[config.mk]
export PLATFORM = sky130hd
export DESIGN_NAME = crc_framed_packet_decoder_core
export DESIGN_NICKNAME = d
export VERILOG_FILES = /design/src/hw/rtl/cfpd_pkg.sv /design/src/hw/rtl/cfpd_front.sv /design/src/hw/rtl/cfpd_fifo.sv /design/src/hw/rtl/cfpd_back.sv /design/src/hw/rtl/crc_framed_packet_decoder_core.sv
export SDC_FILE = /design/constraint.sdc
export NUM_CORES = 1
export LEC_CHECK = 0
export BUFFER_PORTS_ARGS = -buffer_cell sky130_fd_sc_hd__buf_2
export CELL_PAD_IN_SITES_DETAIL_PLACEMENT = 0
export CELL_PAD_IN_SITES_GLOBAL_PLACEMENT = 1
export CORE_MARGIN = 3
export CORE_UTILIZATION = 24
export CTS_BUF_LIST = sky130_fd_sc_hd__clkbuf_8 sky130_fd_sc_hd__clkbuf_16
export DETAILED_ROUTE_END_ITERATION = 6
export GPL_TIMING_DRIVEN = 1
export HOLD_SLACK_MARGIN = 0.02
export PLACE_DENSITY = 0.55
export SLEW_MARGIN = 10
export SYNTH_ARGS = -nofsm -noshare
export SYNTH_HDL_FRONTEND = slang
export SYNTH_SLANG_ARGS = --single-unit
[constraint.sdc]
create_clock -name clk -period 19.6 [get_ports clk]
set_input_delay 3.92 -clock clk [delete_from_list [all_inputs] [get_ports clk]]
set_output_delay 3.92 -clock clk [all_outputs]
set_load 0.01 [all_outputs]
[src/hw/rtl/cfpd_pkg.sv]
// ----------------------------------------------------------------------------
// cfpd_pkg: shared types and helpers for the framed packet decoder
// Frame layout constants, verdict codes, the queue entry carried from the
// front end to the back end, and the byte-wide CRC-16/CCITT update.
// ----------------------------------------------------------------------------
package cfpd_pkg;

  localparam int unsigned QueueDepth = 4;

  localparam logic [15:0] CRC_INIT = 16'hFFFF;
  localparam logic [15:0] CRC_POLY = 16'h1021;
  localparam logic [15:0] COUNT_MAX = 16'hFFFF;
  localparam logic [15:0] HEADER_BYTES = 16'd6;
  localparam logic [16:0] MIN_FRAME_BYTES = 17'd8;

  localparam logic [7:0] START_BYTE_RESET = 8'hAA;
  localparam logic [15:0] PAYLOAD_LIMIT_RESET = 16'd1024;

  // Configuration register indexes
  localparam logic CFG_START_BYTE = 1'b0;
  localparam logic CFG_PAYLOAD_LIMIT = 1'b1;

  // Result kind carried on the output tuser
  localparam logic KIND_PAYLOAD = 1'b0;
  localparam logic KIND_VERDICT = 1'b1;

  typedef enum logic [2:0] {
    ERR_NONE = 3'd0,
    ERR_BAD_START = 3'd1,
    ERR_SHORT_HEADER = 3'd2,
    ERR_OVER_LIMIT = 3'd3,
    ERR_SHORT_PAYLOAD = 3'd4,
    ERR_CRC = 3'd5
  } err_code_t;

  // One accepted byte's worth of work for the back end
  typedef struct packed {
    logic pay_valid;
    logic [7:0] pay_byte;
    logic verdict_valid;
    logic [7:0] frame_type;
    logic [15:0] sequence_number;
    logic [15:0] payload_length;
    err_code_t code;
  } q_entry_t;

  // CRC-16/CCITT, MSB first, one byte per call
  function automatic logic [15:0] crc16_byte(input logic [15:0] crc_in,
                                             input logic [7:0] data);
    logic [15:0] c;
    c = crc_in ^ {data, 8'h00};
    for (int b = 0; b < 8; b++) begin
      if (c[15]) begin
        c = {c[14:0], 1'b0} ^ CRC_POLY;
      end else begin
        c = {c[14:0], 1'b0};
      end
    end
    return c;
  endfunction

endpackage

[src/hw/rtl/cfpd_front.sv]
// ----------------------------------------------------------------------------
// cfpd_front: byte classifier and frame state
// Accepts one byte per transfer, tracks the frame position, updates the
// running CRC, captures header and check fields and queues the results.
// ----------------------------------------------------------------------------
module cfpd_front (
  input  logic                clk,
  input  logic                rst,
  input  logic                cfg_we,
  input  logic                cfg_index,
  input  logic [15:0]         cfg_data,
  input  logic                s_tvalid,
  output logic                s_tready,
  input  logic [7:0]          s_tdata,
  input  logic                s_tlast,
  input  logic                q_full,
  output logic                q_push,
  output cfpd_pkg::q_entry_t  q_data
);
  import cfpd_pkg::*;

  logic [7:0]  start_byte;
  logic [15:0] payload_limit;

  logic [15:0] bytes_seen, bytes_seen_next;
  logic [15:0] running_check, running_check_next;
  logic [7:0]  held_type, held_type_next;
  logic [15:0] held_sequence, held_sequence_next;
  logic [15:0] held_length, held_length_next;
  logic [15:0] received_check, received_check_next;
  logic        start_matched, start_matched_next;

  logic        accept;
  logic        saturated;
  logic [16:0] pos;
  logic [16:0] pay_end;
  logic [16:0] need_bytes;
  logic [15:0] crc_step;
  logic        pay_valid;
  err_code_t   code;

  assign s_tready = !q_full;
  assign accept = s_tvalid && s_tready;
  assign saturated = (bytes_seen == COUNT_MAX);
  assign pos = {1'b0, bytes_seen};
  assign pay_end = {1'b0, HEADER_BYTES} + {1'b0, held_length};
  assign crc_step = crc16_byte(running_check, s_tdata);

  // Classify the byte by its place in the frame
  always_comb begin
    bytes_seen_next = bytes_seen;
    running_check_next = running_check;
    held_type_next = held_type;
    held_sequence_next = held_sequence;
    held_length_next = held_length;
    received_check_next = received_check;
    start_matched_next = start_matched;
    pay_valid = 1'b0;
    if (!saturated) begin
      if (bytes_seen == 16'd0) begin
        start_matched_next = (s_tdata == start_byte);
      end else if (bytes_seen < HEADER_BYTES) begin
        case (bytes_seen[2:0])
          3'd1: held_type_next = s_tdata;
          3'd2: held_sequence_next[7:0] = s_tdata;
          3'd3: held_sequence_next[15:8] = s_tdata;
          3'd4: held_length_next[7:0] = s_tdata;
          default: held_length_next[15:8] = s_tdata;
        endcase
        running_check_next = crc_step;
      end else if (pos < pay_end) begin
        running_check_next = crc_step;
        pay_valid = start_matched && (held_length <= payload_limit);
      end else if (pos == pay_end) begin
        received_check_next[7:0] = s_tdata;
      end else if (pos == pay_end + 17'd1) begin
        received_check_next[15:8] = s_tdata;
      end
      bytes_seen_next = bytes_seen + 16'd1;
    end
  end

  // Verdict in order of precedence, on the updated frame state
  assign need_bytes = MIN_FRAME_BYTES + {1'b0, held_length_next};

  always_comb begin
    if (!start_matched_next) begin
      code = ERR_BAD_START;
    end else if ({1'b0, bytes_seen_next} < MIN_FRAME_BYTES) begin
      code = ERR_SHORT_HEADER;
    end else if (held_length_next > payload_limit) begin
      code = ERR_OVER_LIMIT;
    end else if ({1'b0, bytes_seen_next} < need_bytes) begin
      code = ERR_SHORT_PAYLOAD;
    end else if (received_check_next != running_check_next) begin
      code = ERR_CRC;
    end else begin
      code = ERR_NONE;
    end
  end

  // Queue entry for the back end
  always_comb begin
    q_data.pay_valid = pay_valid;
    q_data.pay_byte = s_tdata;
    q_data.verdict_valid = s_tlast;
    q_data.frame_type = held_type_next;
    q_data.sequence_number = held_sequence_next;
    q_data.payload_length = held_length_next;
    q_data.code = code;
  end

  assign q_push = accept && (pay_valid || s_tlast);

  // Configuration registers
  always_ff @(posedge clk) begin
    if (rst) begin
      start_byte <= START_BYTE_RESET;
      payload_limit <= PAYLOAD_LIMIT_RESET;
    end else if (cfg_we) begin
      unique case (cfg_index)
        CFG_START_BYTE: start_byte <= cfg_data[7:0];
        CFG_PAYLOAD_LIMIT: payload_limit <= cfg_data;
        default: ;
      endcase
    end
  end

  // Advance frame state; clear it after the final byte of a buffer
  always_ff @(posedge clk) begin
    if (rst || (accept && s_tlast)) begin
      bytes_seen <= 16'd0;
      running_check <= CRC_INIT;
      held_type <= 8'd0;
      held_sequence <= 16'd0;
      held_length <= 16'd0;
      received_check <= 16'd0;
      start_matched <= 1'b0;
    end else if (accept) begin
      bytes_seen <= bytes_seen_next;
      running_check <= running_check_next;
      held_type <= held_type_next;
      held_sequence <= held_sequence_next;
      held_length <= held_length_next;
      received_check <= received_check_next;
      start_matched <= start_matched_next;
    end
  end

endmodule

[src/hw/rtl/cfpd_fifo.sv]
// ----------------------------------------------------------------------------
// cfpd_fifo: short queue between the front end and the back end
// Register-based FIFO; head entry is presented combinationally.
// ----------------------------------------------------------------------------
module cfpd_fifo #(
  parameter int unsigned DEPTH = cfpd_pkg::QueueDepth
) (
  input  logic                clk,
  input  logic                rst,
  input  logic                push,
  input  cfpd_pkg::q_entry_t  push_data,
  output logic                full,
  input  logic                pop,
  output cfpd_pkg::q_entry_t  pop_data,
  output logic                empty
);
  import cfpd_pkg::*;

  localparam int unsigned AW = (DEPTH > 1) ? $clog2(DEPTH) : 1;
  localparam int unsigned CW = $clog2(DEPTH + 1);
  localparam logic [AW-1:0] LastIdx = AW'(DEPTH - 1);
  localparam logic [CW-1:0] FullCount = CW'(DEPTH);

  q_entry_t        slots [DEPTH];
  logic [AW-1:0]   wr_ptr;
  logic [AW-1:0]   rd_ptr;
  logic [CW-1:0]   count;

  assign full = (count == FullCount);
  assign empty = (count == '0);
  assign pop_data = slots[rd_ptr];

  // Store the incoming entry
  always_ff @(posedge clk) begin
    if (push) begin
      slots[wr_ptr] <= push_data;
    end
  end

  // Advance pointers and occupancy
  always_ff @(posedge clk) begin
    if (rst) begin
      wr_ptr <= '0;
      rd_ptr <= '0;
      count <= '0;
    end else begin
      if (push) begin
        wr_ptr <= (wr_ptr == LastIdx) ? '0 : wr_ptr + AW'(1);
      end
      if (pop) begin
        rd_ptr <= (rd_ptr == LastIdx) ? '0 : rd_ptr + AW'(1);
      end
      if (push && !pop) begin
        count <= count + CW'(1);
      end else if (pop && !push) begin
        count <= count - CW'(1);
      end
    end
  end

`ifndef SYNTH
  a_no_overflow: assert property (@(posedge clk) disable iff (rst) push |-> !full)
    else $error("queue written while full");
  a_no_underflow: assert property (@(posedge clk) disable iff (rst) pop |-> !empty)
    else $error("queue read while empty");
  a_count_range: assert property (@(posedge clk) disable iff (rst) count <= FullCount)
    else $error("queue occupancy out of range");
`endif

endmodule

[src/hw/rtl/cfpd_back.sv]
// ----------------------------------------------------------------------------
// cfpd_back: result sequencer and output register
// Expands each queue entry into a payload result, a verdict result or both,
// one per transfer, through a registered output stage.
// ----------------------------------------------------------------------------
module cfpd_back (
  input  logic                clk,
  input  logic                rst,
  input  logic                q_empty,
  input  cfpd_pkg::q_entry_t  q_head,
  output logic                q_pop,
  output logic                m_tvalid,
  input  logic                m_tready,
  output logic [55:0]         m_tdata,
  output logic [0:0]          m_tuser,
  output logic                m_tlast
);
  import cfpd_pkg::*;

  logic        pay_done;
  logic        load;
  logic        emit_pay;
  logic [7:0]  out_pay_byte;
  logic [7:0]  out_frame_type;
  logic [15:0] out_sequence;
  logic [15:0] out_length;
  logic        out_ok;
  err_code_t   out_code;

  assign load = !m_tvalid || m_tready;
  assign emit_pay = q_head.pay_valid && !pay_done;
  // Hold the entry after its payload result when a verdict is still owed
  assign q_pop = load && !q_empty && !(emit_pay && q_head.verdict_valid);

  // Output register
  always_ff @(posedge clk) begin
    if (rst) begin
      m_tvalid <= 1'b0;
      pay_done <= 1'b0;
    end else if (load) begin
      m_tvalid <= !q_empty;
      if (!q_empty) begin
        if (emit_pay) begin
          pay_done <= q_head.verdict_valid;
        end else begin
          pay_done <= 1'b0;
        end
      end
    end
  end

  always_ff @(posedge clk) begin
    if (load && !q_empty) begin
      if (emit_pay) begin
        m_tuser <= KIND_PAYLOAD;
        m_tlast <= !q_head.verdict_valid;
        out_pay_byte <= q_head.pay_byte;
        out_frame_type <= 8'd0;
        out_sequence <= 16'd0;
        out_length <= 16'd0;
        out_ok <= 1'b0;
        out_code <= ERR_NONE;
      end else begin
        m_tuser <= KIND_VERDICT;
        m_tlast <= 1'b1;
        out_pay_byte <= 8'd0;
        out_frame_type <= q_head.frame_type;
        out_sequence <= q_head.sequence_number;
        out_length <= q_head.payload_length;
        out_ok <= (q_head.code == ERR_NONE);
        out_code <= q_head.code;
      end
    end
  end

  assign m_tdata = {4'd0, out_code, out_ok, out_length, out_sequence, out_frame_type,
                    out_pay_byte};

`ifndef SYNTH
  a_pending_verdict: assert property (@(posedge clk) disable iff (rst)
    pay_done |-> !q_empty && q_head.verdict_valid)
    else $error("payload sent but no verdict pending");
  a_verdict_last: assert property (@(posedge clk) disable iff (rst)
    m_tvalid && (m_tuser == KIND_VERDICT) |-> m_tlast)
    else $error("verdict not marked last");
  a_ok_matches_code: assert property (@(posedge clk) disable iff (rst)
    m_tvalid |-> (out_ok == ((m_tuser == KIND_VERDICT) && (out_code == ERR_NONE))))
    else $error("frame_ok disagrees with error code");
`endif

endmodule

[src/hw/rtl/crc_framed_packet_decoder_core.sv]
// ----------------------------------------------------------------------------
// crc_framed_packet_decoder_core: CRC-16 checked frame deframer
// Byte-serial frame checker: front end, result queue and output sequencer.
// ----------------------------------------------------------------------------
// Usage:
//   Received bytes enter on the s_ stream, one byte per transfer, with
//   s_tlast on the final byte of a buffer. Results leave on the m_ stream:
//   m_tuser says whether a transfer is a payload byte or a frame verdict,
//   m_tlast marks the final result caused by one input byte.
//   The cfg_ port writes the start byte (index 0) and the payload limit
//   (index 1); write only while no frame is in progress.
// Timing:
//   One byte is taken every cycle while the queue is not full; the CRC is
//   updated a whole byte per cycle in the front end. A result passes through
//   a queue slot and the output register after the byte's transfer. A final byte
//   that is also a payload byte yields two results, which the queue absorbs.
// Reset and stalls:
//   rst clears the frame state, the queue and the output stage, and loads
//   the register defaults (start byte AAh, payload limit 1024). When m_tready
//   is low the output holds; the queue fills and s_tready falls when full.
// ----------------------------------------------------------------------------
module crc_framed_packet_decoder_core #(
  parameter int unsigned QUEUE_DEPTH = cfpd_pkg::QueueDepth
) (
  input  logic        clk,
  input  logic        rst,
  input  logic        cfg_we,
  input  logic        cfg_index,
  input  logic [15:0] cfg_data,
  input  logic        s_tvalid,
  output logic        s_tready,
  input  logic [7:0]  s_tdata,   // [7:0] data_byte
  input  logic        s_tlast,
  output logic        m_tvalid,
  input  logic        m_tready,
  output logic [55:0] m_tdata,   // [7:0] payload_byte, [15:8] frame_type,
                                 // [31:16] sequence_number, [47:32] payload_length,
                                 // [48] frame_ok, [51:49] error_code, [55:52] zero
  output logic [0:0]  m_tuser,   // [0] kind
  output logic        m_tlast
);
  import cfpd_pkg::*;

  logic     q_push;
  logic     q_pop;
  logic     q_full;
  logic     q_empty;
  q_entry_t q_in;
  q_entry_t q_head;

  // Classify bytes and keep frame state
  cfpd_front u_front (
    .clk      (clk),
    .rst      (rst),
    .cfg_we   (cfg_we),
    .cfg_index(cfg_index),
    .cfg_data (cfg_data),
    .s_tvalid (s_tvalid),
    .s_tready (s_tready),
    .s_tdata  (s_tdata),
    .s_tlast  (s_tlast),
    .q_full   (q_full),
    .q_push   (q_push),
    .q_data   (q_in)
  );

  // Decouple front and back
  cfpd_fifo #(
    .DEPTH(QUEUE_DEPTH)
  ) u_fifo (
    .clk      (clk),
    .rst      (rst),
    .push     (q_push),
    .push_data(q_in),
    .full     (q_full),
    .pop      (q_pop),
    .pop_data (q_head),
    .empty    (q_empty)
  );

  // Sequence results onto the output stream
  cfpd_back u_back (
    .clk     (clk),
    .rst     (rst),
    .q_empty (q_empty),
    .q_head  (q_head),
    .q_pop   (q_pop),
    .m_tvalid(m_tvalid),
    .m_tready(m_tready),
    .m_tdata (m_tdata),
    .m_tuser (m_tuser),
    .m_tlast (m_tlast)
  );

endmodule

==> impl_results.rst <==
.. list-table::
   :header-rows: 1

   * - Metric
     - Value
   * - Run status
     - finished, final reports clean
   * - Unrepaired setup endpoints after global routing
     - no
   * - Fin crit share
     - 0.358
   * - Startpoint type of the worst setup path
     - input port
   * - Total Nets Final
     - 1,791
   * - # Max-Cap Violations
     - 0
   * - Area taken by flip-flops and latches
     - 10,500 µm²
   * - Proportion of power drawn by flip-flops and latches
     - 0.420
   * - Most common library cell in the layout ignoring fill and taps
     - edfxtp_1
   * - Placer's final routability congestion estimate
     - 0.836
   * - Clock Sinks
     - 390
   * - Leading post-synthesis cells by cell area
     - edfxtp_1 (41%), dfxtp_1 (13%), mux4_2 (6.2%)
   * - Largest stage delay, worst path
     - 0.34 ns
   * - Floorplan die height
     - 290 µm
   * - Quantity of I/O buffers inserted on ports
     - 86
   * - Fraction of layout cells with a size suffix above 1
     - 0.172
   * - Placeable core area
     - 79,400 µm²
   * - Length of the first detailed-routing pass in iterations
     - 7
   * - TritonCTS clock tree
     - built
   * - Post-route core utilization
     - 0.281
   * - Clock Power Share
     - 0.311
   * - Width of the die
     - 290 µm
   * - Portion of synthesized cell area occupied by the leading cell type
     - 0.413
   * - Wire length after detailed routing
     - 54,400 µm
   * - Net switching fraction of the power
     - 0.320
   * - Top library cells by usage in the layout, fill and taps aside
     - edfxtp_1 (266), nand2_1 (193), dfxtp_1 (122)
   * - CTS Buffer Depth
     - 3
   * - Mean Syn Cell Area
     - 11.9 µm²
   * - Initial core utilization
     - 0.243
   * - Worst slew margin relative to its limit
     - 0.197
   * - Fillers
     - 8,218
   * - Number of antenna violations at the first check in global routing
     - 3
   * - Post-detailed-route wirelength per cell
     - 19.7 µm
   * - # hold bufs at CTS
     - 0
   * - Number of register bits inferred by synthesis
     - 390
   * - Total CTS buffers
     - 43
   * - Total number of vias
     - 12,719
   * - Post-CTS Repair Setup Buffers
     - 0
   * - Synth Instances
     - 1,623
   * - Pin count of the biggest net entering global routing
     - 74
   * - Final number of hold-violating endpoints
     - 0
   * - First-pass GRT wire length
     - 81,800 µm
   * - Placed cell area
     - 20,900 µm²
   * - Max Fanout on Critical Path
     - 17
   * - EDFF count, synth
     - 266
   * - Startpoint of the worst-slack reg-to-reg timing path
     - u_front.held_length[1]$_SDFFE_PP0P_
   * - Distinct cell type count of the synthesized netlist
     - 83
   * - CTS Root Cell
     - clkbuf_16
   * - Critical path buffer and inverter count
     - 3
   * - WHS
     - 0.451 ns
   * - Final global-route overflow total
     - 0
   * - Total power divided by cell area
     - 118 nW/µm²
   * - Post-synthesis async set-or-reset flop share
     - 0
   * - Critical path type
     - input port to flip-flop
   * - Aggregate global-route resource usage
     - 0.128
   * - Skew final
     - 0.0169 ns
   * - Remaining DRCs
     - 0
   * - Sequential fraction of the synthesis area
     - 0.542
   * - Sort of element at the end of the critical path
     - flip-flop
   * - Data required time of the worst path
     - 19.94 ns
   * - Total chip power
     - 0.00264 W
   * - Tmin final
     - 7.01 ns
   * - Number of vias per cell after detailed routing
     - 4.60
   * - Final-report max-slew violation count
     - 0
   * - Post-Layout Inst Area
     - 22,300 µm²
   * - Total of endpoints with negative setup slack in the final report
     - 0
   * - Hold wc startpoint
     - u_front.held_type[5]$_SDFFE_PP0P_
   * - Syn Std Cell Area
     - 19,300 µm²
   * - Cells traversed along the worst timing path
     - buf_2 -> buf_4 -> mux2i_1 -> inv_1 -> ha_1 -> nor2b_1 -> o21a_1 -> o21a_1 -> o21a_1 -> o21a_1 -> o21a_1 -> o21a_1 -> o21a_1 -> o31ai_1 -> a21oi_1 -> or3_1 -> a31oi_1
   * - Estimated wirelength of the detail-placed design
     - 36,800 µm
   * - Leak
     - 7.95 nW
   * - Largest area contributor in the synthesized netlist
     - edfxtp_1
   * - Fin Setup TNS
     - 0 ns
   * - Arrival @ worst endpoint
     - 7.35 ns
   * - Resize count post-CTS
     - 0
   * - Antenna-violating nets left
     - 0
   * - Startpoint of the most critical setup path
     - s_tdata[1]
   * - HP Class
     - flip-flop to flip-flop
   * - Worst-path clk slew
     - 0.06 ns
   * - Row Count
     - 103
   * - Combinational share of power
     - 0.270
   * - Number of global-route vias before repair
     - 12,898
   * - Area of the multi-input gates
     - 8290 µm²
   * - Number of warning messages in the yosys log
     - 0
   * - Ant. Diodes
     - 0
   * - Total net switching power
     - 0.000844 W
   * - Measured slew at the worst slew-check pin
     - 1.20 ns
   * - Most common flop cell mapped by yosys
     - edfxtp_1
   * - DIE AREA
     - 84,000 µm²
   * - Iteration-0 DRC Markers
     - 708
   * - Family of cells with the greatest summed delay on the critical path
     - compound AO/OA/AOI/OAI gates
   * - Synthesis-to-finish area growth
     - 15.5%
   * - Cell-internal power
     - 0.00180 W
   * - Critical Path Slowest Stage Cell
     - or3_1
   * - Maximum vdd ir drop
     - 0.0000707 V
   * - Maximum frequency from static timing analysis
     - 0.143 GHz
   * - Library cell appearing most often on the critical path
     - o21a_1
   * - IO Count
     - 91
   * - Level count of the clock H-tree
     - 2
   * - Clk_lat worst skew
     - 0.57 ns
power by group through the flow:
stage | registers (W) | logic, W | clock network, W
2_1_floorplan | 0.00112 | 0.000481 | 0
3_3_place_gp | 0.00113 | 0.000722 | 0
3_5_place_dp | 0.00113 | 0.000728 | 0
4_1_cts | 0.00111 | 0.000731 | 0.000848
5_1_grt | 0.00112 | 0.000789 | 0.000877
6_report | 0.00111 | 0.000712 | 0.000820
logic make-up after synthesis:
kind of cell / share of synthesized area
multiplexers: 0.106
flip-flops: 0.542
adder cells (fa/ha/maj): 0.0515
AO/OA/AOI/OAI: 0.0873
other: 0.000194
buffers and inverters: 0.0324
XOR/XNOR: 0.0491
AND/OR/NAND/NOR: 0.132
cells in the mapped netlist, drive strengths merged (14+ instances only):
| cell | count |
|---|---|
| o21a | 17 |
| mux2i | 49 |
| mux4 | 53 |
| buf | 31 |
| or3 | 14 |
| nor2 | 86 |
| nor3 | 20 |
| and2 | 15 |
| xnor2 | 67 |
| xor2 | 31 |
| nand2 | 196 |
| nor4 | 14 |
| a21oi | 94 |
| o21ai | 35 |
| dfxtp | 124 |
| clkbuf | 67 |
| o211ai | 15 |
| ha | 78 |
| nor2b | 54 |
| a211oi | 22 |
| mux2 | 32 |
| inv | 54 |
| nand3 | 45 |
| nand4 | 18 |
| edfxtp | 266 |
path summary, 6_finish.rpt:
path                                                     endpoint  slack (ns)  cells past startpoint
worst max-delay path                 u_fifo.slots[3][2]$_DFFE_PP_       12.59                     17
worst max register to register       u_fifo.slots[3][2]$_DFFE_PP_       12.88                     16
worst min register to register  u_front.held_type[5]$_SDFFE_PP0P_        0.45                      2
worst min-delay path            u_front.held_type[5]$_SDFFE_PP0P_        0.45                      2
layer usage:
layer / share of wire / vias to the layer above / track usage
li1: - / 6075 / -
met3: 0.041 / 64 / 0.0199
met4: 0.015 / 4 / 0.0255
met5: 0.00050 / - / 0
met2: 0.49 / 218 / 0.224
met1: 0.46 / 6358 / 0.169
cell type report:
class | count | area share
sequential | 390 | 0.469
timing repair buffer | 108 | 0.0267
tap | 1050 | 0.0588
clock inverter | 33 | 0.0129
inverter | 55 | 0.00925
multi-input combinational | 1083 | 0.371
clock buffer | 47 | 0.0517
flip-flops by register name (all words and copies together), names as in the netlist, 2 cells and up, named ones only:
name and count:
u_back.out_code 3, u_back.out_frame_type 8, u_back.out_length 16, u_back.out_pay_byte 8, u_back.out_sequence 16, u_fifo.count 3
u_fifo.rd_ptr 2, u_fifo.slots 212, u_fifo.wr_ptr 2, u_front.bytes_seen 16, u_front.held_length 16, u_front.held_sequence 16
u_front.held_type 8, u_front.payload_limit 16, u_front.received_check 16, u_front.running_check 16, u_front.start_byte 8
worst register-to-register path, delay by kind of cell, from the launching register on:
family / cells / cell delay [ns]
compound gates: 7 / 2.74
simple gates: 5 / 1.52
flops: 1 / 0.79
fa+ha+maj: 2 / 0.64
xor+xnor: 1 / 0.54
buf+inv: 1 / 0.20
stage by stage:
stage	std cells	worst slack (ns)
after global routing	2766	12.32
final	2766	12.59
after global placement	2686	12.16
after floorplan	1626	10.69
after detailed placement	2686	12.00
after CTS	2766	12.60
Note: power is estimated with default switching activity, not from simulation.
